### config.mk
export PLATFORM = sky130hd
export DESIGN_NAME = gn2_dot
export DESIGN_NICKNAME = d
export VERILOG_FILES = /design/src/rtl/gn2_pkg.sv /design/src/rtl/gn2_dot.sv
export SDC_FILE = /design/constraint.sdc
export NUM_CORES = 2
export LEC_CHECK = 0
export BUFFER_PORTS_ARGS = -buffer_cell sky130_fd_sc_hd__buf_4
export CORE_MARGIN = 2
export CORE_UTILIZATION = 60
export CTS_BUF_LIST = sky130_fd_sc_hd__clkbuf_4 sky130_fd_sc_hd__clkbuf_8
export DETAILED_ROUTE_END_ITERATION = 10
export PLACE_DENSITY = 0.79
export SYNTH_ARGS = -nofsm -noshare
export SYNTH_HDL_FRONTEND = slang
export SYNTH_SLANG_ARGS = --single-unit
export TNS_END_PERCENT = 1
### constraint.sdc
create_clock -name clk -period 16.12 [get_ports clk]
set_input_delay 2.418 -clock clk [delete_from_list [all_inputs] [get_ports clk]]
set_output_delay 2.418 -clock clk [all_outputs]
set_load 0.02 [all_outputs]
### src/rtl/gn2_pkg.sv
// shared constants and stage payload types for the gradient noise core
`timescale 1ns / 1ps
`default_nettype none

package gn2_pkg;

  // lattice geometry: the grid side is a power of two so cell wrap is a mask
  localparam int GRID_LOG2   = 4;
  localparam int GRID_SIZE   = 1 << GRID_LOG2;
  localparam int TABLE_DEPTH = GRID_SIZE * GRID_SIZE;
  localparam int ADDR_BITS   = 2 * GRID_LOG2;

  // fixed-point formats
  localparam int FRAC_BITS   = 8;
  localparam int COORD_BITS  = 12;
  localparam int ENTRY_BITS  = 8;
  localparam int GRAD_BITS   = 9;
  localparam int NOISE_BITS  = 10;

  // widths of the intermediate terms, sized for the largest reachable magnitude
  localparam int DOT_BITS    = FRAC_BITS + 11;
  localparam int ROW_BITS    = 2 * FRAC_BITS + 11;
  localparam int BLEND_BITS  = 3 * FRAC_BITS + 11;
  localparam int FLOOR_SHIFT = 3 * FRAC_BITS;
  localparam int QUOT_BITS   = BLEND_BITS - FLOOR_SHIFT;
  localparam int ENTRY_W     = 2 * GRAD_BITS;
  localparam int CORNERS     = 4;

  // request kinds carried on in_req_type
  localparam logic OP_EVAL   = 1'b0;
  localparam logic OP_WRITE  = 1'b1;

  localparam logic [FRAC_BITS:0] FIX_ONE = (FRAC_BITS + 1)'(1) << FRAC_BITS;

  localparam int NOISE_MAX = (1 << (NOISE_BITS - 1)) - 1;
  localparam int NOISE_MIN = -(1 << (NOISE_BITS - 1));

  typedef logic [FRAC_BITS-1:0]        frac_t;
  typedef logic signed [GRAD_BITS-1:0] grad_val_t;
  typedef logic signed [DOT_BITS-1:0]  dot_val_t;
  typedef logic signed [NOISE_BITS-1:0] noise_t;

  typedef struct packed {
    grad_val_t gx;
    grad_val_t gy;
  } grad_t;

  // corner order: (x0,y0) (x1,y0) (x0,y1) (x1,y1)
  typedef struct packed {
    frac_t                fx;
    frac_t                fy;
    logic [CORNERS-1:0]   gvld;
    grad_t [CORNERS-1:0]  g;
  } fetch_t;

  typedef struct packed {
    frac_t                  fx;
    frac_t                  fy;
    dot_val_t [CORNERS-1:0] n;
  } dot_t;

endpackage

`default_nettype wire

### src/rtl/gn2_dot.sv
// corner dot products of gradient and offset, one lane per corner
`timescale 1ns / 1ps
`default_nettype none

module gn2_dot (
  input  wire logic   clk,
  input  wire logic   en,
  input  gn2_pkg::fetch_t fetch,
  output gn2_pkg::dot_t   dot
);
  import gn2_pkg::*;

  dot_t dot_r;
  dot_t dot_nxt;

  always_comb begin
    logic signed [FRAC_BITS:0] dx;
    logic signed [FRAC_BITS:0] dy;
    grad_val_t                 gx;
    grad_val_t                 gy;
    dot_nxt.fx = fetch.fx;
    dot_nxt.fy = fetch.fy;
    for (int c = 0; c < CORNERS; c++) begin
      // far corner offset is frac minus one: same low bits, sign bit set
      dx = $signed({c[0], fetch.fx});
      dy = $signed({c[1], fetch.fy});
      // never-written entries read as zero
      gx = fetch.gvld[c] ? $signed(fetch.g[c].gx) : '0;
      gy = fetch.gvld[c] ? $signed(fetch.g[c].gy) : '0;
      dot_nxt.n[c] = DOT_BITS'(dx) * DOT_BITS'(gx) + DOT_BITS'(dy) * DOT_BITS'(gy);
    end
  end

  always_ff @(posedge clk) begin
    if (en) begin
      dot_r <= dot_nxt;
    end
  end

  assign dot = dot_r;

endmodule

`default_nettype wire

After elaboration in Yosys (flattened, before gate mapping)

Cells that the tools add are included.

Register bits after elaboration: 92
Input bits: 94
Output and inout bits: 92
Word-level logic and storage cells: 26

Add/subtract/negate cells: 4
$mul: 8
Muxes and demuxes: 8

Operators by type and width:

| operator                                     | count |
|---|---|
| 9-bit by 9-bit multiplier with 18-bit output | 8 |
| 18-bit by 18-bit adder with 19-bit output    | 4 |
| 9-bit two-way mux                            | 8 |

Longest topological paths before layout

Depth in word-level cells: 3
Depth in mapped cells: 24
Gate-level depth less buffers: 21

Worst setup path after synthesis

Ideal clock, no wire load.

Kind: input to register
Start point: input port fetch[73] (netlist name)
End point: register dot_r (netlist bit dot[37]), data pin
Setup time: 260 ps
Arrival time: 8278 ps
Required time: 15860 ps
Slack: 7582 ps
Stages: 22
Path buffers: 3
Path through: clkbuf_1 > clkbuf_1 > and2_1 > clkbuf_1 > nand2_1 > fa_1 > fa_1 > inv_1 > fa_1 > fa_1 > fa_1 > fa_1 > inv_1 > fa_1 > inv_1 > ha_1 > o21ai_0 > a21boi_0 > nand4_1 > o221a_2 > o21ai_0 > xnor2_1

RTL lines:

| element              | RTL line      | source |
|---|---|---|
| start, declared      | gn2_dot.sv:8  | `input gn2_pkg::fetch_t fetch,` |
| end signal, assigned | gn2_dot.sv:36 | `dot_r <= dot_nxt;` |
| end, declared        | gn2_dot.sv:13 | `dot_t dot_r;` |

==> results.txt <==
----------------------------------------------------
[Outcome]
  Outcome ... finished, final reports clean

[Yosys]
  Number of distinct library cells after synthesis ... 46
  Mean instance size in the synthesized netlist ... 10.2 um2
  Sequential element share of the synthesized area ... 0.105
  Async S/R FF share, synth ... 0
  Warning count from the yosys run ... 0
  Leading area contributor after synthesis ... sky130_fd_sc_hd__fa_1
  Post-synthesis register bit count ... 92
  Synth top area cells ... sky130_fd_sc_hd__fa_1 (43%), sky130_fd_sc_hd__ha_1 (17%), sky130_fd_sc_hd__edfxtp_1 (10%)
  EDFF count, synth ... 92
  Leading register cell type out of synthesis ... sky130_fd_sc_hd__edfxtp_1
  Mapped Cells ... 2604
  Net count after synthesis ... 3626
  Area share of the leading cell type in the synthesized netlist ... 0.428
  Netlist area before placement ... roughly 0.026 mm2

[Cells and area]
  Most used cells in the layout excluding fill and tap cells ... sky130_fd_sc_hd__fa_1 (565), sky130_fd_sc_hd__inv_1 (560), sky130_fd_sc_hd__ha_1 (363)
  Largest register FFs ... 92
  Area of all placed cells without fillers ... 0.0283 mm2
  Signed area change from the synthesized netlist to the final layout ... 6.89%
  Final antenna diode count ... 0
  Number of filler instances in the final layout ... 3417
  Ratio of cells with drive above 1 in the final layout ... 0.0858
  Core utilization of the finished layout ... 0.653
  Nets ... 3700
  Most common cell after layout, fill and taps aside ... sky130_fd_sc_hd__fa_1

[CTS]
  Clock slew at the register clock pins of the worst setup and hold paths ... 110 ps
  Clk Tree Root Cell ... sky130_fd_sc_hd__clkbuf_8
  Clock sinks ... 92
  Setup Fix Bufs, Post-CTS ... 0
  Clock tree buffer depth ... 2
  CTS tree ... yes
  CTS H-Tree Depth ... 3
  Number of buffers inserted during clock tree synthesis ... 9
  Resized Gates After CTS ... 0
  Number of hold buffers added after cts ... 0

[Route]
  Number of detailed-routing iterations run before antenna repair ... 7
  Drt initial violations ... 1408
  Via/cell ratio ... 5.69
  ANT nets after route ... 0
  Post-Route WL ... 58700 um
  Post-DR wirelength/cell ... approximately 18 um
  Vias after detailed routing ... 18600
  DRC violation count after routing ... 0

[Placed design]
  Hpwl dp ... ~48000 um
  Instance area after placement ... 0.0281 mm2
  Last weighted congestion value of the routability-driven placer ... between 0.8 and 0.9
  Number of I/O port buffers ... approximately 190

[Timing]
  Fmax achieved ... roughly 110 MHz
  Final setup fails ... 0
  Total negative slack ... 0 ps
  Max-slew violation count ... 0
  Transition time at the pin with the least slew margin ... 899 ps
  Hold slack ... 2440 ps
  Final hold violation count ... 0
  Final period demand of the worst path ... 8930 ps
  Headroom to the max-slew limit ... 0.400
  Final worst-path cycle share ... 0.554
  RSZ-0062 raised after global routing ... no

[Worst setup path]
  Chain of cells forming the critical path ... buf_4 > nand2_1 > or2_2 > fa_1 > fa_1 > inv_1 > fa_1 > fa_1 > fa_1 > fa_1 > inv_1 > fa_1 > inv_1 > ha_1 > o21a_1 > o21ai_1 > o311ai_1 > a31o_2 > a21oi_1 > xnor2_1
  Crit-path max cell delay ... 650 ps
  Most common cell on crit path ... sky130_fd_sc_hd__fa_1
  Crit path arrival time ... ~9000 ps
  Total buffers and inverters traversed by the critical path ... 4
  Critical path launch point type ... input pin
  Maximum fanout encountered on the critical timing path ... about 120
  Standard cell with the maximum stage delay on the critical path ... sky130_fd_sc_hd__buf_4
  Cell class contributing the biggest share of worst-path delay ... adder cells
  Crit end category ... flop
  Critical Setup Path Class ... in -> reg
  Required time worst endpoint ... 16320 ps

[Global route]
  Final global-route overflow total ... 0
  Vias in the first global route ... 20300
  Antenna violations before repair ... 2
  Global router's overall resource usage ... 0.280
  Global-route wire length before repair ... 99100 um
  Maximum number of pins on one net before global-route repair ... 116

[Job]
  MaxCap Viol Count ... 0

[Die]
  Die span in y ... 214 um
  Standard cell core area ... 0.0433 mm2
  Io pins ... between 150 and 200
  Initial Utilization ... 0.611
  Row Count ... 76
  Die area ... 0.0457 mm2
  Die width ... approximately 210 um

[Pwr]
  Power per cell area ... 174 mW/mm2
  Max VDD drop ... 0.361 mV
  Total chip power ... 0.00491 W
  Leakage Power ... 15.6 nW

[Hold path]
  Path class of the lowest-slack min-delay path ... in -> reg

----------------------------------------------------
[through the flow]
| step | instances | setup slack (ps) |
|---|---|---|
| after floorplan | 2604 | 7580 |
| after global placement | 3252 | 7020 |
| after detailed placement | 3252 | 6810 |
| after CTS | 3266 | 7320 |
| after global routing | 3266 | 6840 |
| final | 3266 | 7190 |
[path summary, 6_finish.rpt]
kind | start | end | slack, ps | cells after the start
worst max-delay path | fetch[72] | dot[17]$_DFFE_PP_ | 7190 | 20
worst min-delay path | fetch[89] | dot[89]$_DFFE_PP_ | 2440 | 1
[routing by layer]
| layer | track usage | up-vias | wire (um) |
|---|---|---|---|
| met5 | 0 | - | 25 |
| met4 | 0.107 | 4 | 2060 |
| met3 | 0.0434 | 126 | 4530 |
| met2 | 0.480 | 703 | 29600 |
| met1 | 0.360 | 9442 | 22400 |
| li1 | - | 8318 | - |
[final cells by class]
cell class | count | area (um2) | area share
Multi-Input combinational cell | 1829 | 21100 | 0.747
Sequential cell | 92 | 2760 | 0.0978
Inverter | 560 | 2100 | 0.0744
Timing Repair Buffer | 186 | 1400 | 0.0494
Tap cell | 585 | 732 | 0.0259
Clock buffer | 11 | 139 | 0.00492
Clock inverter | 3 | 16.3 | 0.000576
[synthesized netlist by cell type, drive strengths merged (3+ instances only)]
| cell | number |
|---|---|
| a211oi | 6 |
| a21boi | 4 |
| a21o | 15 |
| a21oi | 39 |
| a31oi | 3 |
| and2 | 37 |
| and3 | 304 |
| clkbuf | 122 |
| edfxtp | 92 |
| fa | 565 |
| ha | 363 |
| inv | 560 |
| nand2 | 157 |
| nand2b | 3 |
| nand3 | 79 |
| nor2 | 70 |
| nor2b | 4 |
| o211ai | 3 |
| o21a | 10 |
| o21ai | 18 |
| o21bai | 9 |
| o2bb2ai | 3 |
| or2 | 21 |
| or3 | 4 |
| xnor2 | 69 |
| xor2 | 22 |
[report_power, final]
group          switching [W]  internal, W
clock network      0.0000915    0.0000568
registers          0.0000260     0.000568
logic                0.00227      0.00189
total                0.00239      0.00252
[cell families (layout without fill, tap and decap cells)]
logic type      count (synthesis)  in the layout  synth area share
flops                          92             92             0.105
xor+xnor                       91             91            0.0302
simple gates                  685            685             0.137
compound gates                125            125            0.0317
buf+inv                       683            760            0.0970
fa+ha+maj                     928            928             0.600
(Power assumes the default switching activity.)
