## src/rtl/gn2_pkg.sv

```systemverilog
// shared constants and stage payload types for the gradient noise core
`timescale 1ns / 1ps
`default_nettype none

package gn2_pkg;

  // lattice geometry: the grid side is a power of two so cell wrap is a mask
  localparam int GRID_LOG2   = 4;
  localparam int GRID_SIZE   = 1 << GRID_LOG2;
  localparam int TABLE_DEPTH = GRID_SIZE * GRID_SIZE;
  localparam int ADDR_BITS   = 2 * GRID_LOG2;

  // fixed-point formats
  localparam int FRAC_BITS   = 8;
  localparam int COORD_BITS  = 12;
  localparam int ENTRY_BITS  = 8;
  localparam int GRAD_BITS   = 9;
  localparam int NOISE_BITS  = 10;

  // widths of the intermediate terms, sized for the largest reachable magnitude
  localparam int DOT_BITS    = FRAC_BITS + 11;
  localparam int ROW_BITS    = 2 * FRAC_BITS + 11;
  localparam int BLEND_BITS  = 3 * FRAC_BITS + 11;
  localparam int FLOOR_SHIFT = 3 * FRAC_BITS;
  localparam int QUOT_BITS   = BLEND_BITS - FLOOR_SHIFT;
  localparam int ENTRY_W     = 2 * GRAD_BITS;
  localparam int CORNERS     = 4;

  // request kinds carried on in_req_type
  localparam logic OP_EVAL   = 1'b0;
  localparam logic OP_WRITE  = 1'b1;

  localparam logic [FRAC_BITS:0] FIX_ONE = (FRAC_BITS + 1)'(1) << FRAC_BITS;

  localparam int NOISE_MAX = (1 << (NOISE_BITS - 1)) - 1;
  localparam int NOISE_MIN = -(1 << (NOISE_BITS - 1));

  typedef logic [FRAC_BITS-1:0]        frac_t;
  typedef logic signed [GRAD_BITS-1:0] grad_val_t;
  typedef logic signed [DOT_BITS-1:0]  dot_val_t;
  typedef logic signed [NOISE_BITS-1:0] noise_t;

  typedef struct packed {
    grad_val_t gx;
    grad_val_t gy;
  } grad_t;

  // corner order: (x0,y0) (x1,y0) (x0,y1) (x1,y1)
  typedef struct packed {
    frac_t                fx;
    frac_t                fy;
    logic [CORNERS-1:0]   gvld;
    grad_t [CORNERS-1:0]  g;
  } fetch_t;

  typedef struct packed {
    frac_t                  fx;
    frac_t                  fy;
    dot_val_t [CORNERS-1:0] n;
  } dot_t;

endpackage

`default_nettype wire

```

## src/rtl/gn2_blend.sv

```systemverilog
// row blend along x, column blend along y, then floor and saturate
`timescale 1ns / 1ps
`default_nettype none

module gn2_blend (
  input  wire logic       clk,
  input  wire logic       en,
  input  gn2_pkg::dot_t   dot,
  output gn2_pkg::noise_t noise
);
  import gn2_pkg::*;

  localparam logic signed [QUOT_BITS-1:0] Q_MAX = QUOT_BITS'(NOISE_MAX);
  localparam logic signed [QUOT_BITS-1:0] Q_MIN = QUOT_BITS'(NOISE_MIN);

  logic signed [FRAC_BITS+1:0]  wxa;
  logic signed [FRAC_BITS+1:0]  wxb;
  logic signed [FRAC_BITS+1:0]  wya;
  logic signed [FRAC_BITS+1:0]  wyb;
  logic signed [ROW_BITS-1:0]   row0_nxt;
  logic signed [ROW_BITS-1:0]   row1_nxt;
  logic signed [ROW_BITS-1:0]   row0_r;
  logic signed [ROW_BITS-1:0]   row1_r;
  frac_t                        fy_r;
  logic signed [BLEND_BITS-1:0] val_nxt;
  logic signed [BLEND_BITS-1:0] val_r;
  logic signed [QUOT_BITS-1:0]  quot;
  noise_t                       noise_nxt;
  noise_t                       noise_r;

  // weights one minus f and f, as signed terms
  assign wxa = $signed({1'b0, FIX_ONE - {1'b0, dot.fx}});
  assign wxb = $signed({2'b00, dot.fx});
  assign wya = $signed({1'b0, FIX_ONE - {1'b0, fy_r}});
  assign wyb = $signed({2'b00, fy_r});

  assign row0_nxt = ROW_BITS'($signed(dot.n[0])) * ROW_BITS'(wxa)
                  + ROW_BITS'($signed(dot.n[1])) * ROW_BITS'(wxb);
  assign row1_nxt = ROW_BITS'($signed(dot.n[2])) * ROW_BITS'(wxa)
                  + ROW_BITS'($signed(dot.n[3])) * ROW_BITS'(wxb);

  assign val_nxt = BLEND_BITS'(row0_r) * BLEND_BITS'(wya)
                 + BLEND_BITS'(row1_r) * BLEND_BITS'(wyb);

  // arithmetic shift is a floor toward minus infinity
  assign quot = QUOT_BITS'(val_r >>> FLOOR_SHIFT);

  always_comb begin
    if (quot > Q_MAX) begin
      noise_nxt = NOISE_BITS'(Q_MAX);
    end else if (quot < Q_MIN) begin
      noise_nxt = NOISE_BITS'(Q_MIN);
    end else begin
      noise_nxt = NOISE_BITS'(quot);
    end
  end

  always_ff @(posedge clk) begin
    if (en) begin
      row0_r  <= row0_nxt;
      row1_r  <= row1_nxt;
      fy_r    <= dot.fy;
      val_r   <= val_nxt;
      noise_r <= noise_nxt;
    end
  end

  assign noise = noise_r;

endmodule

`default_nettype wire

```

## config.mk

```make
export PLATFORM = sky130hd
export DESIGN_NAME = gn2_blend
export DESIGN_NICKNAME = d
export VERILOG_FILES = /design/src/rtl/gn2_pkg.sv /design/src/rtl/gn2_blend.sv
export SDC_FILE = /design/constraint.sdc
export NUM_CORES = 2
export LEC_CHECK = 0
export BUFFER_PORTS_ARGS = -buffer_cell sky130_fd_sc_hd__buf_2
export CAP_MARGIN = 20
export CORE_ASPECT_RATIO = 0.8
export CORE_UTILIZATION = 65
export CTS_CLUSTER_DIAMETER = 100
export DETAILED_ROUTE_END_ITERATION = 8
export PLACE_DENSITY_LB_ADDON = 0.25
export SYNTH_ARGS = -nofsm -noshare
export SYNTH_HDL_FRONTEND = slang
export SYNTH_SLANG_ARGS = --single-unit
```

## constraint.sdc

```tcl
create_clock -name clk -period 21.5 [get_ports clk]
set_input_delay 4.3 -clock clk [delete_from_list [all_inputs] [get_ports clk]]
set_output_delay 4.3 -clock clk [all_outputs]
set_load 0.03 [all_outputs]
```

### Yosys cells after proc, flatten, opt, wreduce, memory -nomap -nowiden

Cells that the tools add are included.

* register bits: 107
* input bits: 94

* $mul: 6
* $add $sub $neg: 5
* magnitude comparators: 2
* multiplexer cells: 1

Operators by type and width (number)
* 27-bit adder: 2
* 19-bit by 10-bit multiplier with 27-bit output: 2
* 19-bit by 9-bit multiplier with 27-bit output: 2
* 35-bit adder: 1
* 27-bit by 10-bit multiplier with 35-bit output: 1
* 27-bit by 9-bit multiplier with 35-bit output: 1
* 9-bit by 8-bit subtractor with 9-bit output (first input constant): 2
* 11-bit by 10-bit greater-than comparator with 1-bit output (second input constant): 1
* 11-bit by 10-bit < comparator with 1-bit output (second input constant): 1
* 10-bit two-way mux: 1

### Logic depth before layout (Yosys ltp)

* word-level depth: 3
* depth in mapped cells: 32
* gate-level depth less buffers: 26

### Worst setup path before layout

OpenSTA, ideal clock, no wires.

* kind: in2reg
* from: input port dot[84] (netlist name)
* to: register row1_r[26] (data pin)
* setup time: 260 ps
* setup slack: 9763 ps
* cell stages on the path: 31
* arrival: 11477 ps
* cells stage by stage: clkbuf_1 -> clkbuf_1 -> clkbuf_1 -> inv_1 -> ha_1 -> nor3b_1 -> nand2_1 -> xor2_1 -> clkbuf_1 -> clkbuf_1 -> nand2_1 -> fa_1 -> fa_1 -> inv_1 -> fa_1 -> inv_1 -> fa_1 -> inv_1 -> fa_1 -> inv_1 -> fa_1 -> inv_1 -> ha_1 -> and3_1 -> a221o_1 -> a31o_2 -> o31ai_2 -> o311ai_1 -> o311ai_2 -> a31oi_1 -> xnor2_1

* word-level cells in the longest chain between the ends: 3

Ends and longest elaborated chain
* start: declaration: line gn2_blend.sv:8 `input gn2_pkg::dot_t dot,`
* 9-bit by 8-bit subtractor with 9-bit output: line gn2_blend.sv:32 `assign wxa = $signed({1'b0, FIX_ONE - {1'b0, dot.fx}});`
* 19-bit by 10-bit multiplier with 27-bit output: line gn2_blend.sv:39 `assign row1_nxt = ROW_BITS'($signed(dot.n[2])) * ROW_BITS'(wxa)`
* 27-bit adder (*): line gn2_blend.sv:40 `+ ROW_BITS'($signed(dot.n[3])) * ROW_BITS'(wxb);`
* via row1_nxt[26]: line gn2_blend.sv:21 `logic signed [ROW_BITS-1:0] row1_nxt;`
* end signal: assignment: line gn2_blend.sv:61 `row1_r <= row1_nxt;`
* end: declaration: line gn2_blend.sv:23 `logic signed [ROW_BITS-1:0] row1_r;`

Mark *: on every way through the listed nets, which the timed path passes. The rest lies on a longest branch.
A chain may end at the register's enable or synchronous reset.

### Final worst setup path

* from: input port dot[84] (netlist name)
* to: register row0_r[25] (data pin)

* word-level cells in the longest chain between the ends: 3

Ends and longest elaborated chain
* 9-bit by 8-bit subtractor with 9-bit output: line gn2_blend.sv:32
* 19-bit by 10-bit multiplier with 27-bit output: line gn2_blend.sv:37 `assign row0_nxt = ROW_BITS'($signed(dot.n[0])) * ROW_BITS'(wxa)`
* 27-bit adder (*): line gn2_blend.sv:38 `+ ROW_BITS'($signed(dot.n[1])) * ROW_BITS'(wxb);`
* via row0_nxt[25]: line gn2_blend.sv:20 `logic signed [ROW_BITS-1:0] row0_nxt;`
* end signal: assignment: line gn2_blend.sv:60 `row0_r <= row0_nxt;`
* end: declaration: line gn2_blend.sv:22 `logic signed [ROW_BITS-1:0] row0_r;`

Marked as above.

==> impl_metrics.tcl <==
set metrics [dict create \
    cts_hold_buffers 0 \
    grt_antenna_before_repair 10 \
    reg2reg_depth 25 \
    syn_inst 4456 \
    max_slew.worst_pin.slew_ns 1.10 \
    ys_async_sr_fraction 0 \
    drt-pass1-iter-count 5 \
    maxCapViolations 0 \
    yosys.area.top_type_share 0.496 \
    route.detailed.drc 0 \
    drt-total-wl_mm 90.9 \
    hpwlAfterDp_mm 76.0 \
    holdPathEnd "noise[6]$_SDFFCE_PN1P_" \
    clk_path_buf_depth 2 \
    synthFlopType "edfxtp_1" \
    crit_path_start_kind "input pin" \
    synth_top_cell_by_area "fa_1" \
    start_util 0.665 \
    synth_nets 5877 \
    slew_headroom 0.268 \
    status "finished, final reports clean" \
    gp_routability_congestion 0.908 \
    htree_levels 3 \
    reg2reg_to "val_r[31]$_DFFE_PP_" \
    cts_inserted_buffers 9 \
    arrival_ns 11.97 \
    boundaryPins 104 \
    drive_above_1_share 0.0386 \
    vias 28000 \
    setup_viol 0 \
    yosysWarnings 0 \
    hp-start "val_r[30]$_DFFE_PP_" \
    placed_cells 5300 \
    synth-seq-area-share 0.0607 \
    clk_pin_slew_ns 0.07 \
    cts.root.buffer_cell "clkbuf_16" \
    grt_util_all_layers 0.311 \
    core_area_um2 61700 \
    ant_nets 0 \
    hold_viol_final 0 \
    cts_resized 0 \
    insertion_delay_ns 0.39 \
    grt_start_max_net_pins 56 \
    die_h_um 227 \
    fmaxAchievable_mhz 84.4 \
    row_count 81 \
    syn_area_per_cell_um2 9.21 \
    die_area_um2 64100 \
    synth_area_um2 41000 \
    numPortBuffers 103 \
    grt_pass1_vias 30500 \
    worst-setup-path-type "in2reg" \
    cts_setup_buffers 0 \
    drtIter0Drc 1576 \
    fin_setup_tns_ns 0 \
    clock_sinks 83 \
    rsz0062_at_grt "false" \
    viasPerCell 5.27 \
    synth_commonest_cells "1406 x inv_1, 1016 x fa_1, 655 x and2_1, 488 x nand2_1, 311 x ha_1" \
    period_minus_slack_ns 11.85 \
    synthTopCellsByArea "fa_1 50%, inv_1 13%, and2_1 10%, ha_1 9.5%, edfxtp_1 6.1%" \
    synthToLayoutAreaGrowth_pct 4.18 \
    synth_cell_types 66 \
    nFillCells 4745 \
    synth.most_common_cell "inv_1" \
    period_share 0.551 \
    worstPathMaxFanout 41 \
    cts_tree "built" \
    wire_per_inst_um 17.1 \
    rr_startpoint "fy_r[0]$_DFFE_PP_" \
    hold_depth 2 \
    final_cells 5320 \
    clock-skew-final_ns 0.0163 \
    slew_viol_final 0 \
    r2r_slack_ns 13.59 \
    worstPathRequired_ns 21.62 \
    cp-end-kind "flop" \
    grt_pass1_wl_mm 155 \
    fin_nets 5902 \
    min_path_type "reg2reg" \
    die_w_um 283 \
    synth_edf_count 83 \
    overflow 0 \
    synth-seq-cells 83 \
]
sequential cells by signal (all words and copies together) (netlist names):
signal  flops
row1_r     27
row0_r     27
fy_r        8
noise      10
val_r      11
layout by cell type (no fill, tap or decap), types with 3 or more instances in the layout:
cell type  instances
buf_2            102
diode_2            4
a21oi_1           48
and2_1           655
nand2b_1           4
o21ai_0           35
o211ai_1           6
and3_1             3
ha_1             311
nor3_1            15
fa_1            1016
a21o_1            15
clkbuf_16          9
buf_4             31
nand3_1           10
a211oi_1           6
nor4_1             3
nand3b_1           3
o31ai_1            3
xnor2_2            5
edfxtp_1          83
xnor2_1           77
nor2b_1            4
nand4_1            4
o21bai_1           9
inv_1           1406
nand2_1          488
o21a_1            10
a31oi_1            4
nor2_1            37
xor2_1            26
and4_1             3
nor3b_1            3
how the worst max path moves through the flow:
stage	start	to	slack, ns	depth (start not counted)
after CTS	dot[84]	row1_r[26]$_DFFE_PP_	9.74	27
after global routing	dot[84]	row0_r[25]$_DFFE_PP_	9.24	27
after global placement	dot[86]	row1_r[26]$_DFFE_PP_	9.50	27
after floorplan	dot[84]	row1_r[26]$_DFFE_PP_	9.76	31
after detailed placement	dot[85]	row1_r[26]$_DFFE_PP_	9.35	28
final	dot[84]	row0_r[25]$_DFFE_PP_	9.65	27
critical path, cell delays in order:
cell and delay, ns:
buf_2 0.36, inv_1 0.15, ha_1 0.21, nor3b_1 0.52, nand2_1 0.18, xor2_2 0.29, buf_4 0.44, nand2_1 0.15
fa_1 0.48, fa_1 0.54, inv_1 0.05, fa_1 0.51, inv_1 0.06, fa_1 0.53, inv_1 0.05, fa_1 0.48
inv_1 0.05, fa_1 0.47, inv_1 0.04, ha_1 0.36, nand3_1 0.19, nor4_1 0.43, nor3_1 0.19, or3_1 0.44
a31oi_1 0.25, or4_1 0.16, nand3_1 0.06
stage by stage:
step / area, um2 / utilization / setup slack, ns / hold slack [ns]
3_3_place_gp: 42400 / 0.687 / 9.50 / 0.534
2_1_floorplan: 41000 / - / 9.76 / 0.526
4_1_cts: 42700 / 0.692 / 9.74 / 0.559
3_5_place_dp: 42400 / 0.687 / 9.35 / 0.542
5_1_grt: 42700 / 0.693 / 9.24 / 0.578
6_report: 42700 / 0.693 / 9.65 / 0.555
logic make-up after synthesis:
group,after synthesis,share of synthesized area
flip-flops,83,0.0607
AO/OA/AOI/OAI,167,0.0277
XOR/XNOR,110,0.0240
adder cells (fa/ha/maj),1327,0.591
buffers and inverters,1525,0.140
AND/OR/NAND/NOR,1244,0.157
layer usage:
layer / up-vias / track usage / routed length, um / share of wire
met5: - / 0 / 79 / 0.00087
met4: 12 / 0.0724 / 1800 / 0.020
met3: 136 / 0.0557 / 7180 / 0.079
met2: 966 / 0.504 / 42400 / 0.47
met1: 14300 / 0.439 / 39500 / 0.43
li1: 12600 / - / - / -
final cells by class:
cell class,count,area [um2],area share
multi-input combinational,2848,32900,0.769
inverter,1406,5280,0.123
sequential,83,2490,0.0583
tap,830,1040,0.0243
timing repair buffer,133,743,0.0174
clock buffer,10,229,0.00536
clock inverter,6,90.1,0.00211
antenna,4,10.0,0.000234
Power is not shown: default switching activity piles up to over one toggle a cycle in this logic, so the estimate is an artifact.
